<file path="config.mk">
export PLATFORM = sky130hd
export DESIGN_NAME = windowed_three_axis_average
export DESIGN_NICKNAME = d
export VERILOG_FILES = /design/src/hdl/wta_pkg.sv /design/src/hdl/wta_divider.sv /design/src/hdl/windowed_three_axis_average.sv
export SDC_FILE = /design/constraint.sdc
export NUM_CORES = 2
export LEC_CHECK = 0
export ABC_CLOCK_PERIOD_IN_PS = 6600
export BUFFER_PORTS_ARGS = -buffer_cell sky130_fd_sc_hd__buf_2
export CAP_MARGIN = 0
export CORE_MARGIN = 10
export CORE_UTILIZATION = 55
export DETAILED_ROUTE_END_ITERATION = 10
export PLACE_DENSITY = 0.72
export SYNTH_ARGS = -nofsm -noshare
export SYNTH_HDL_FRONTEND = slang
export SYNTH_HIERARCHICAL = 1
export SYNTH_SLANG_ARGS = --single-unit
export TNS_END_PERCENT = 100
</file>
<file path="constraint.sdc">
create_clock -name clk -period 6.6 [get_ports clk]
set_clock_uncertainty 0.15 [all_clocks]
set_input_delay 1.32 -clock clk [delete_from_list [all_inputs] [get_ports clk]]
set_output_delay 1.32 -clock clk [all_outputs]
set_load 0.02 [all_outputs]
</file>
<file path="src/hdl/wta_pkg.sv">
// Package for the windowed three-axis average block.
// Holds the widths, event codes and helper functions shared by the top level and the divider.
// No dependencies.
package wta_pkg;

	// field and state widths
	localparam int unsigned VAL_W    = 32;
	localparam int unsigned TS_W     = 64;
	localparam int unsigned WIN_W    = 40;
	localparam int unsigned SUM_W    = 48;
	localparam int unsigned CNT_W    = 16;

	// divider geometry: a full pass works through the whole dividend, a short
	// pass only through the low SUM_W bits (the sums never need more)
	localparam int unsigned DVD_W      = TS_W;
	localparam int unsigned DSR_W      = WIN_W;
	localparam int unsigned LONG_ITER  = DVD_W;
	localparam int unsigned SHORT_ITER = SUM_W;
	localparam int unsigned ITER_W     = $clog2(LONG_ITER + 1);
	localparam int unsigned PAD_W      = DVD_W - SHORT_ITER;

	// sample count cap: the smaller of the sample limit and the count range
	localparam longint unsigned MAX_SAMPLES = 64'd65535;
	localparam longint unsigned CNT_RANGE   = (64'd1 << CNT_W) - 64'd1;
	localparam logic [CNT_W-1:0] COUNT_LIMIT =
		CNT_W'((MAX_SAMPLES < CNT_RANGE) ? MAX_SAMPLES : CNT_RANGE);

	// window length after reset
	localparam logic [WIN_W-1:0] WINDOW_RESET = WIN_W'(64'd500000000);

	// request types
	localparam logic [1:0] REQ_VALUE = 2'd0;
	localparam logic [1:0] REQ_SYNC  = 2'd1;

	// value event codes
	localparam logic [2:0] CODE_X   = 3'd0;
	localparam logic [2:0] CODE_Y   = 3'd1;
	localparam logic [2:0] CODE_Z   = 3'd2;
	localparam logic [2:0] CODE_THI = 3'd3;
	localparam logic [2:0] CODE_TLO = 3'd4;

	// divider launch request
	typedef struct packed {
		logic start;
		logic short_op;
	} div_req_t;

	// magnitude of a signed sum
	function automatic logic [SUM_W-1:0] sum_abs(input logic [SUM_W-1:0] s);
		sum_abs = s[SUM_W-1] ? (~s + SUM_W'(1)) : s;
	endfunction

	// signed mean from an unsigned quotient, truncated toward zero
	function automatic logic [VAL_W-1:0] mean_sign(input logic [VAL_W-1:0] q, input logic neg);
		mean_sign = neg ? (~q + VAL_W'(1)) : q;
	endfunction

endpackage

</file>
<file path="src/hdl/wta_divider.sv">
// Shared unsigned restoring divider, one quotient bit per cycle.
// Used for the window index and for the three means.
// Depends on wta_pkg.
module wta_divider import wta_pkg::*; (
	input  logic             clk,
	input  logic             arst_n,
	input  div_req_t         req,
	input  logic [DVD_W-1:0] dividend,
	input  logic [DSR_W-1:0] divisor,
	output logic             done,
	output logic [DVD_W-1:0] quotient
);

	logic              busy_q;
	logic              done_q;
	logic [ITER_W-1:0] iter_q;
	logic [DVD_W-1:0]  dvd_q;
	logic [DSR_W-1:0]  rem_q;
	logic [DSR_W-1:0]  dsr_q;

	logic [DSR_W:0]    trial;
	logic              fits;
	logic [DSR_W:0]    diff;

	// one trial subtraction per cycle
	always_comb begin
		trial = {rem_q, dvd_q[DVD_W-1]};
		fits  = (trial >= {1'b0, dsr_q});
		diff  = trial - {1'b0, dsr_q};
	end

	// control: busy flag, iteration count, done pulse
	always_ff @(posedge clk or negedge arst_n) begin
		if (!arst_n) begin
			busy_q <= 1'b0;
			done_q <= 1'b0;
			iter_q <= '0;
		end else begin
			done_q <= 1'b0;
			if (req.start) begin
				busy_q <= 1'b1;
				iter_q <= req.short_op ? ITER_W'(SHORT_ITER) : ITER_W'(LONG_ITER);
			end else if (busy_q) begin
				iter_q <= iter_q - ITER_W'(1);
				if (iter_q == ITER_W'(1)) begin
					busy_q <= 1'b0;
					done_q <= 1'b1;
				end
			end
		end
	end

	// datapath: quotient bits shift in where dividend bits shift out
	always_ff @(posedge clk) begin
		if (req.start) begin
			dvd_q <= req.short_op ? {dividend[SHORT_ITER-1:0], {PAD_W{1'b0}}} : dividend;
			rem_q <= '0;
			dsr_q <= divisor;
		end else if (busy_q) begin
			dvd_q <= {dvd_q[DVD_W-2:0], fits};
			rem_q <= fits ? diff[DSR_W-1:0] : trial[DSR_W-1:0];
		end
	end

	assign done     = done_q;
	assign quotient = dvd_q;

endmodule

</file>
<file path="src/hdl/windowed_three_axis_average.sv">
// Windowed three-axis average, top level.
// Event latching, window sequencer, sums and the output register; uses wta_divider.
// Depends on wta_pkg and wta_divider.

// A value event is taken directly while idle. A sync event runs the shared bit-serial divider to get
// the window index (timestamp / window_ns, a full pass over the dividend). When the
// window changes with samples pending, the same divider then works out the x, y and z means
// (a short pass each), and the result then moves to the output register once the previous
// result has been taken. in_ready is low while a
// sync is in work.
// cfg_window_ns may be written at any time the block is idle; zero acts as one.
module windowed_three_axis_average import wta_pkg::*; (
	input  logic                    clk,
	input  logic                    arst_n,
	// configuration
	input  logic                    cfg_valid,
	output logic                    cfg_ready,
	input  logic [WIN_W-1:0]        cfg_window_ns,
	// events
	input  logic                    in_valid,
	output logic                    in_ready,
	input  logic [1:0]              req_type,
	input  logic [2:0]              event_code,
	input  logic signed [VAL_W-1:0] event_value,
	// results
	output logic                    out_valid,
	input  logic                    out_ready,
	output logic signed [VAL_W-1:0] mean_x,
	output logic signed [VAL_W-1:0] mean_y,
	output logic signed [VAL_W-1:0] mean_z,
	output logic [CNT_W-1:0]        sample_total,
	output logic                    count_saturated
);

	typedef enum logic [2:0] {
		ST_IDLE,
		ST_WIN,
		ST_MEAN_X,
		ST_MEAN_Y,
		ST_MEAN_Z,
		ST_FINISH
	} state_t;

	state_t            state_q;
	logic [WIN_W-1:0]  window_q;
	logic [VAL_W-1:0]  lat_x_q, lat_y_q, lat_z_q;
	logic [TS_W-1:0]   ts_q;
	logic [TS_W-1:0]   prev_win_q;
	logic [SUM_W-1:0]  sum_x_q, sum_y_q, sum_z_q;
	logic [CNT_W-1:0]  count_q;
	logic              drop_q;
	logic [VAL_W-1:0]  mx_q, my_q, mz_q;

	logic              out_valid_q;
	logic [VAL_W-1:0]  out_x_q, out_y_q, out_z_q;
	logic [CNT_W-1:0]  out_cnt_q;
	logic              out_sat_q;

	logic              in_fire;
	logic              sync_fire;
	logic              win_change;
	logic              out_free;
	div_req_t          div_req;
	logic [DVD_W-1:0]  div_dividend;
	logic [DSR_W-1:0]  div_divisor;
	logic              div_done;
	logic [DVD_W-1:0]  div_quot;
	logic [WIN_W-1:0]  win_eff;

	assign cfg_ready = 1'b1;
	assign in_ready  = (state_q == ST_IDLE);
	assign in_fire   = in_valid && in_ready;
	assign sync_fire = in_fire && (req_type == REQ_SYNC);
	assign win_change = (div_quot != prev_win_q);
	assign out_free  = !out_valid_q || out_ready;
	assign win_eff   = (window_q == '0) ? WIN_W'(1) : window_q;

	// divider launch and operand selection
	always_comb begin
		div_req.start    = 1'b0;
		div_req.short_op = 1'b1;
		div_dividend     = {{PAD_W{1'b0}}, sum_abs(sum_z_q)};
		div_divisor      = DSR_W'(count_q);
		unique case (state_q)
			ST_IDLE: begin
				div_req.start    = sync_fire;
				div_req.short_op = 1'b0;
				div_dividend     = ts_q;
				div_divisor      = win_eff;
			end
			ST_WIN: begin
				div_req.start = div_done && win_change && (count_q != '0);
				div_dividend  = {{PAD_W{1'b0}}, sum_abs(sum_x_q)};
			end
			ST_MEAN_X: begin
				div_req.start = div_done;
				div_dividend  = {{PAD_W{1'b0}}, sum_abs(sum_y_q)};
			end
			ST_MEAN_Y: begin
				div_req.start = div_done;
			end
			default: begin
			end
		endcase
	end

	wta_divider u_div (
		.clk      (clk),
		.arst_n   (arst_n),
		.req      (div_req),
		.dividend (div_dividend),
		.divisor  (div_divisor),
		.done     (div_done),
		.quotient (div_quot)
	);

	// sequencer, event state and window accumulators
	always_ff @(posedge clk or negedge arst_n) begin
		if (!arst_n) begin
			state_q    <= ST_IDLE;
			window_q   <= WINDOW_RESET;
			lat_x_q    <= '0;
			lat_y_q    <= '0;
			lat_z_q    <= '0;
			ts_q       <= '0;
			prev_win_q <= '0;
			sum_x_q    <= '0;
			sum_y_q    <= '0;
			sum_z_q    <= '0;
			count_q    <= '0;
			drop_q     <= 1'b0;
		end else begin
			if (cfg_valid && cfg_ready) begin
				window_q <= cfg_window_ns;
			end
			unique case (state_q)
				ST_IDLE: begin
					if (in_fire && (req_type == REQ_VALUE)) begin
						unique case (event_code)
							CODE_X:   lat_x_q <= event_value;
							CODE_Y:   lat_y_q <= event_value;
							CODE_Z:   lat_z_q <= event_value;
							CODE_THI: ts_q    <= ts_q | {event_value, {VAL_W{1'b0}}};
							CODE_TLO: ts_q    <= ts_q | {{VAL_W{1'b0}}, event_value};
							default: begin
							end
						endcase
					end else if (sync_fire) begin
						// divider has taken the timestamp at this edge
						ts_q    <= '0;
						state_q <= ST_WIN;
					end
				end
				ST_WIN: begin
					if (div_done) begin
						if (!win_change) begin
							// same window: add latched sample or flag the drop
							if (count_q < COUNT_LIMIT) begin
								sum_x_q <= sum_x_q + {{(SUM_W-VAL_W){lat_x_q[VAL_W-1]}}, lat_x_q};
								sum_y_q <= sum_y_q + {{(SUM_W-VAL_W){lat_y_q[VAL_W-1]}}, lat_y_q};
								sum_z_q <= sum_z_q + {{(SUM_W-VAL_W){lat_z_q[VAL_W-1]}}, lat_z_q};
								count_q <= count_q + CNT_W'(1);
							end else begin
								drop_q <= 1'b1;
							end
							state_q <= ST_IDLE;
						end else begin
							prev_win_q <= div_quot;
							if (count_q != '0) begin
								state_q <= ST_MEAN_X;
							end else begin
								// empty window: just clear
								lat_x_q <= '0;
								lat_y_q <= '0;
								lat_z_q <= '0;
								sum_x_q <= '0;
								sum_y_q <= '0;
								sum_z_q <= '0;
								drop_q  <= 1'b0;
								state_q <= ST_IDLE;
							end
						end
					end
				end
				ST_MEAN_X: begin
					if (div_done) begin
						state_q <= ST_MEAN_Y;
					end
				end
				ST_MEAN_Y: begin
					if (div_done) begin
						state_q <= ST_MEAN_Z;
					end
				end
				ST_MEAN_Z: begin
					if (div_done) begin
						state_q <= ST_FINISH;
					end
				end
				ST_FINISH: begin
					// result moves to the output register, window state clears
					if (out_free) begin
						lat_x_q <= '0;
						lat_y_q <= '0;
						lat_z_q <= '0;
						sum_x_q <= '0;
						sum_y_q <= '0;
						sum_z_q <= '0;
						count_q <= '0;
						drop_q  <= 1'b0;
						state_q <= ST_IDLE;
					end
				end
				default: begin
					state_q <= ST_IDLE;
				end
			endcase
		end
	end

	// mean capture as each division finishes
	always_ff @(posedge clk) begin
		if (div_done) begin
			unique case (state_q)
				ST_MEAN_X: mx_q <= mean_sign(div_quot[VAL_W-1:0], sum_x_q[SUM_W-1]);
				ST_MEAN_Y: my_q <= mean_sign(div_quot[VAL_W-1:0], sum_y_q[SUM_W-1]);
				ST_MEAN_Z: mz_q <= mean_sign(div_quot[VAL_W-1:0], sum_z_q[SUM_W-1]);
				default: begin
				end
			endcase
		end
	end

	// output register
	always_ff @(posedge clk or negedge arst_n) begin
		if (!arst_n) begin
			out_valid_q <= 1'b0;
		end else if ((state_q == ST_FINISH) && out_free) begin
			out_valid_q <= 1'b1;
		end else if (out_ready) begin
			out_valid_q <= 1'b0;
		end
	end

	always_ff @(posedge clk) begin
		if ((state_q == ST_FINISH) && out_free) begin
			out_x_q   <= mx_q;
			out_y_q   <= my_q;
			out_z_q   <= mz_q;
			out_cnt_q <= count_q;
			out_sat_q <= drop_q;
		end
	end

	assign out_valid       = out_valid_q;
	assign mean_x          = out_x_q;
	assign mean_y          = out_y_q;
	assign mean_z          = out_z_q;
	assign sample_total    = out_cnt_q;
	assign count_saturated = out_sat_q;

	// divider only finishes while the sequencer waits for it
	a_done_in_wait: assert property (@(posedge clk) disable iff (!arst_n)
		div_done |-> (state_q == ST_WIN || state_q == ST_MEAN_X ||
		              state_q == ST_MEAN_Y || state_q == ST_MEAN_Z))
		else $error("divider finished outside a wait state");

	// a new result always covers at least one sample
	a_result_nonempty: assert property (@(posedge clk) disable iff (!arst_n)
		$rose(out_valid) |-> (sample_total != '0))
		else $error("result emitted for an empty window");

	// an empty window carries no sums
	a_empty_sums: assert property (@(posedge clk) disable iff (!arst_n)
		(state_q == ST_IDLE && count_q == '0) |->
		(sum_x_q == '0 && sum_y_q == '0 && sum_z_q == '0))
		else $error("sums nonzero with zero sample count");

	// count never passes its cap
	a_count_cap: assert property (@(posedge clk) disable iff (!arst_n)
		count_q <= COUNT_LIMIT)
		else $error("sample count above limit");

endmodule

</file>
== Word-level counts from Yosys, hierarchy flattened ==
Cells that the tools add are included.

* Logic and storage cells: 186
* Flip-flop bits (word level): 791
* Output and inout port bits: 116
* Input bits: 82

* Bitwise logic cells: 7
* Eq/ne operators: 31
* Mux-type cells: 76
* Reductions and logical operators: 32
* Add/sub/neg operators: 10
* Magnitude comparators: 2

{| class="wikitable"
|+ Operators with widths
! operator !! number
|-
| $mux 48 || 14
|-
| $mux 32 || 13
|-
| $mux 64 || 5
|-
| $pmux 32 s3 || 3
|-
| $pmux 48 s2 || 3
|-
| $pmux 64 s3 || 1
|-
| $add 48x1->48 const B || 3
|-
| $add 48x48->48 || 3
|-
| $not 48->48 || 3
|-
| $pmux 64 s2 || 1
|-
| $mux 16 || 6
|-
| $ne 64x64->1 || 1
|-
| $or 64x32->64 || 1
|-
| $or 64x64->64 || 1
|-
| $ge 41x40->1 || 1
|-
| $logic_not 40->1 || 1
|-
| $mux 40 || 1
|-
| $sub 40x40->40 || 1
|-
| $add 32x1->32 const B || 1
|-
| $not 32->32 || 1
|-
| $pmux 16 s2 || 1
|-
| $reduce_and 7->1 || 4
|-
| $mux 3 || 7
|-
| $mux 7 || 3
|-
| other kinds (30) || 79
|}

== Logic depth before layout (Yosys ltp) ==
* Word-level depth: 6
* Gate-level depth with buffers: 15
* Gate-level depth less buffers: 14

== By module ==
The synthesis kept the hierarchy.

{| class="wikitable"
|+ By module, submodules not included
! module !! seq. area each (µm²) !! cells each !! times used !! area an instance (µm²)
|-
| windowed_three_axis_average || 17027.6 || 3811 || 1 || 36771.5
|-
| wta_divider || 4149.0 || 946 || 1 || 8922.3
|}

== Least setup slack after synthesis ==
No wires, ideal clock.

* Path type: input to register
* Start: in out_ready
* End: reg out_sat_q (netlist: count_saturated), enable pin
* Data arrival time: 5.087 ns
* Slack: 0.841 ns
* Stages on the path: 4
* Required time: 5.929 ns
* Library setup time: 0.521 ns
* Cell sequence: nand2b_1 -> and3_1 -> clkbuf_1 -> clkbuf_1

* Word-level cells in the longest chain between the ends: 2

{| class="wikitable"
|+ Ends and longest elaborated chain
! element !! line !! RTL
|-
| start, declared || windowed_three_axis_average.sv:27 || <nowiki>input logic out_ready,</nowiki>
|-
| $logic_or 1x1->1 || windowed_three_axis_average.sv:75 || <nowiki>assign out_free = !out_valid_q || out_ready;</nowiki>
|-
| $logic_and 1x1->1 || windowed_three_axis_average.sv:246 || <nowiki>if ((state_q == ST_FINISH) && out_free) begin</nowiki>
|-
| end signal, assigned || windowed_three_axis_average.sv:251 || <nowiki>out_sat_q <= drop_q;</nowiki>
|-
| end, declared || windowed_three_axis_average.sv:57 || <nowiki>logic out_sat_q;</nowiki>
|}

Every way passes these cells.
A chain may end at the register's enable or synchronous reset.

== Worst setup path in the final report ==
* Start: reg sum_y_q[22]
* End: reg u_div.dvd_q[44] (netlist: u_div/quotient[44]), data pin

* Word-level cells in the longest chain between the ends: 6

{| class="wikitable"
|+ Ends and longest elaborated chain
! element !! line !! RTL
|-
| start, declared || windowed_three_axis_average.sv:49 || <nowiki>logic [SUM_W-1:0] sum_x_q, sum_y_q, sum_z_q;</nowiki>
|-
| start signal, assigned || windowed_three_axis_average.sv:160 || <nowiki>sum_y_q <= sum_y_q + {{(SUM_W-VAL_W){lat_y_q[VAL_W-1]}}, lat_y_q};</nowiki>
|-
| $not 48->48 || wta_pkg.sv:50 || <nowiki>sum_abs = s[SUM_W-1] ? (~s + SUM_W'(1)) : s;</nowiki>
|-
| $add 48x1->48 || wta_pkg.sv:50 ||
|-
| $mux 48 || wta_pkg.sv:50 ||
|-
| $pmux 64 s3 || windowed_three_axis_average.sv:84 || <nowiki>unique case (state_q)</nowiki>
|-
| net div_dividend[44] || windowed_three_axis_average.sv:64 || <nowiki>logic [DVD_W-1:0] div_dividend;</nowiki>
|-
| $mux 64 || wta_divider.sv:56 || <nowiki>dvd_q <= req.short_op ? {dividend[SHORT_ITER-1:0], {PAD_W{1'b0}}} : dividend;</nowiki>
|-
| $mux 64 || wta_divider.sv:55 || <nowiki>if (req.start) begin</nowiki>
|-
| end signal, assigned || wta_divider.sv:56 ||
|-
| end signal, assigned || wta_divider.sv:60 || <nowiki>dvd_q <= {dvd_q[DVD_W-2:0], fits};</nowiki>
|-
| end, declared || wta_divider.sv:17 || <nowiki>logic [DVD_W-1:0] dvd_q;</nowiki>
|}

The timed path passes the listed nets, and every way through them passes these cells.

==> metrics.txt <==
Critical Path AT 4970 ps; H-Tree Level Count 3; number of antenna violations at the first check in global routing 4; nets@finish about 5.1k; Synth top area share 23.3%; Clock Pin Slew Worst Setup and Hold Paths around 70 ps; initial drt markers 3320; via count 36.2k; total gr overflow 0; layout cell share with drive strength beyond 1 11.7%; clk_lat worst skew between 600 and 700 ps; number of standard cells after synthesis 4757; starting density of the core between 50 and 60%; endpoint class of the critical path flop; synthesized area divided by synthesized cell count 9.61 µm²; fraction of the mapped netlist area in compound gates 17.7%; height of the die 308 µm; transition at the pin with the smallest max-transition slack between 1000 and 1500 ps; adder and majority gate portion of the synthesized area 5.35%; cell area after placement between 0.04 and 0.05 mm²; cell occurring most often along the worst timing path sky130_fd_sc_hd__a21oi_1; sequential cell area fraction in the yosys report 46.3%; Pins Over Slew Limit 0; number of nets with antenna violations after routing 0; Setup violations, final 0; full die area 0.0950 mm²; last weighted congestion value of the routability-driven placer ~0.97; wire length of the first global-routing pass 201 mm; Final TNS setup 0 ps; share of cell area taken by muxes after synthesis 3.83%; TritonCTS clock tree yes; highest ir drop seen on vdd 333 µV; wire length reported by the detailed router 130 mm; per-cell routed wire length roughly 22 µm; Synth Area in Simple Gates 14.3%; CP max-delay cell sky130_fd_sc_hd__nor4_1; total count of hold-check failures in the final report 0; area growth from synthesis to layout 10.0%; relative slew slack 23.2%; most frequently used flop master after synthesis sky130_fd_sc_hd__dfrtp_1; routed vias/inst roughly 6.1; nets in the synthesized netlist 5032; Area contributors post-synth sky130_fd_sc_hd__dfrtp_1 23%, sky130_fd_sc_hd__edfxtp_1 21%, sky130_fd_sc_hd__xnor2_1 5.9%, sky130_fd_sc_hd__ha_1 5.2%, sky130_fd_sc_hd__nand2_1 4.8%; number of warning messages in the yosys log 6; unrepaired setup endpoints after global routing no; Post-CTS Resized 0; fin area 0.0503 mm²; number of synthesized register bits 791; Pwr Total 0.0278 W; data required time of the critical path about 7000 ps; Post-synth EDFFs 313; Period Utilization, post-route 72.0%; number of buffers added by the clock tree synthesis step 85; Die X-Extent 308 µm; number of buffers added on ports 196; vias in the first global route between 30k and 40k; Max stage delay on crit path 640 ps; root buffer selected by CTS sky130_fd_sc_hd__clkbuf_16; pin count of the biggest net entering global routing 145; final design utilization between 60 and 70%; number of distinct library cell variants in the gate-level netlist after synthesis 90; filler instances about 7.0k; cell type contributing the most total cell area after synthesis sky130_fd_sc_hd__dfrtp_1; xor-xnor portion of the synthesized cell area about 9%; Post-CTS Hold Fix Bufs 0; final critical delay including setup and external delays 4750 ps; summed instance area of the synthesized netlist 0.0457 mm²; kind of path behind the tightest hold check flop to flop; reported leakage power 21.1 nW; number of sinks driven by the clock tree 791; cell area power density ~550 mW/mm²; Core Footprint roughly 0.082 mm²; # DRC 0; crit-path max FO 6; dominant combinational cell family by area after synthesis compound AO/OA/AOI/OAI gates; Ports 198; count of maximum capacitance violations 0; start-to-end type of the worst setup path flop to flop; maximum root-to-sink buffer count 3; total half-perimeter wirelength after legalization and detailed placement 94.5 mm; asr flop ratio synth 55.4%; result of the run finished clean; worst-path cell chain or4_1, or4_1, or3_1, nor4_1, nand3_1, o41ai_1, xor2_1, a21oi_1, o32ai_1, a21oi_1, mux2i_1, a21oi_1; GRT Resource Usage Total 26.8%; Critical Path Start Type flop; number of detailed-routing iterations run before antenna repair 6; total number of placement rows roughly 110; Setup Fix Bufs, Post-CTS 0; peak clock frequency supported by timing 210 MHz
## per-stage QoR
| stage | hold WS (ps) | worst slack [ps] | cells |
|---|---|---|---|
| 3_5_place_dp | 255 | 2030 | 5785 |
| 5_1_grt | 272 | 1500 | 5939 |
| 4_1_cts | 262 | 2090 | 5939 |
| 6_report | 266 | 1850 | 5941 |
| 2_1_floorplan | 250 | 841 | 4757 |
| 3_3_place_gp | 253 | 2170 | 5785 |
## cells in the final DEF, fill, tap and decap left out, types with 106 or more instances in the layout
| master | instances |
|---|---|
| sky130_fd_sc_hd__a21o_1 | 106 |
| sky130_fd_sc_hd__a21oi_1 | 406 |
| sky130_fd_sc_hd__buf_2 | 195 |
| sky130_fd_sc_hd__dfrtp_1 | 420 |
| sky130_fd_sc_hd__edfxtp_1 | 313 |
| sky130_fd_sc_hd__ha_1 | 189 |
| sky130_fd_sc_hd__inv_1 | 125 |
| sky130_fd_sc_hd__nand2_1 | 587 |
| sky130_fd_sc_hd__nor2_1 | 351 |
| sky130_fd_sc_hd__o21ai_0 | 429 |
| sky130_fd_sc_hd__xnor2_1 | 309 |
| sky130_fd_sc_hd__xor2_1 | 161 |
## sequential cells by signal, indices dropped and copies added, names as in the netlist, 40 cells and up
signal	count
prev_win_q	64
u_div/rem_q	40
window_q	40
sum_y_q	48
sum_x_q	48
sum_z_q	48
u_div/dsr_q	40
u_div/quotient	64
ts_q	64
## cell type report
class / count / area (µm²) / share of cell area, %
Antenna cell: 2 / 5.00 / 0.00995
Inverter: 126 / 473 / 0.941
Timing Repair Buffer: 233 / 1310 / 2.60
Tap cell: 1070 / 1340 / 2.66
Sequential cell: 791 / 21200 / 42.1
Multi-Input combinational cell: 3565 / 23100 / 45.9
Clock buffer: 112 / 2360 / 4.69
Clock inverter: 42 / 556 / 1.10
## worst paths after layout
check,cells after the start,startpoint,slack [ps],to
worst max-delay path,12,sum_y_q[22],1850,u_div/quotient[44]
worst min-delay path,0,mz_q[18],270,mean_z[18]
worst max register to register,12,sum_y_q[22],1850,u_div/quotient[44]
worst min register to register,0,mz_q[18],270,mean_z[18]
max in group asynchronous,2,arst_n,4310,lat_z_q[8]
min in group asynchronous,1,arst_n,530,sum_x_q[11]
## critical path: cells and delay by family, from the launching register on
kind | cells | cell delay, ps
simple gates | 5 | 2350
flops | 1 | 430
xor+xnor | 1 | 180
mux | 1 | 160
compound gates | 5 | 1160
## synth_stat cells (all sizes together), types with 51 or more instances
cell type  count
a211oi        51
a21o         107
a21oi        409
and2          53
buf           61
clkbuf       214
dfrtp        425
edfxtp       313
ha           189
inv          126
mux2         104
mux2i         58
nand2        588
nand3         74
nand4         56
nor2         355
o21ai        433
o31ai         64
or3           55
xnor2        309
xor2         161
## metal layers
metal	global-route usage (%)	up-vias	part of all wire [%]
met3	5.54	260	8.0
li1	-	17134	-
met2	43.2	1293	46
met4	10.7	6	4.3
met1	35.0	17536	41
met5	0	-	0.026
## where the power goes
| group | switching, W | internal [W] | leakage (nW) |
|---|---|---|---|
| Combinational | 0.00845 | 0.00572 | 11.0 |
| Clock | 0.00208 | 0.00286 | 1.41 |
| Sequential | 0.00194 | 0.00679 | 8.70 |
| Total | 0.0125 | 0.0154 | 21.1 |
## cell families (layout without fill, tap and decap cells)
| logic type | count (synthesis) | after routing |
|---|---|---|
| other | 1 | 3 |
| buffers and inverters | 401 | 513 |
| and+or+nand+nor | 1414 | 1414 |
| DFF | 791 | 791 |
| adders and majority gates | 193 | 193 |
| xor gates and xnor gates | 470 | 470 |
| muxes | 162 | 162 |
| AOI/OAI and AO/OA | 1325 | 1325 |
(Power assumes the default switching activity.)
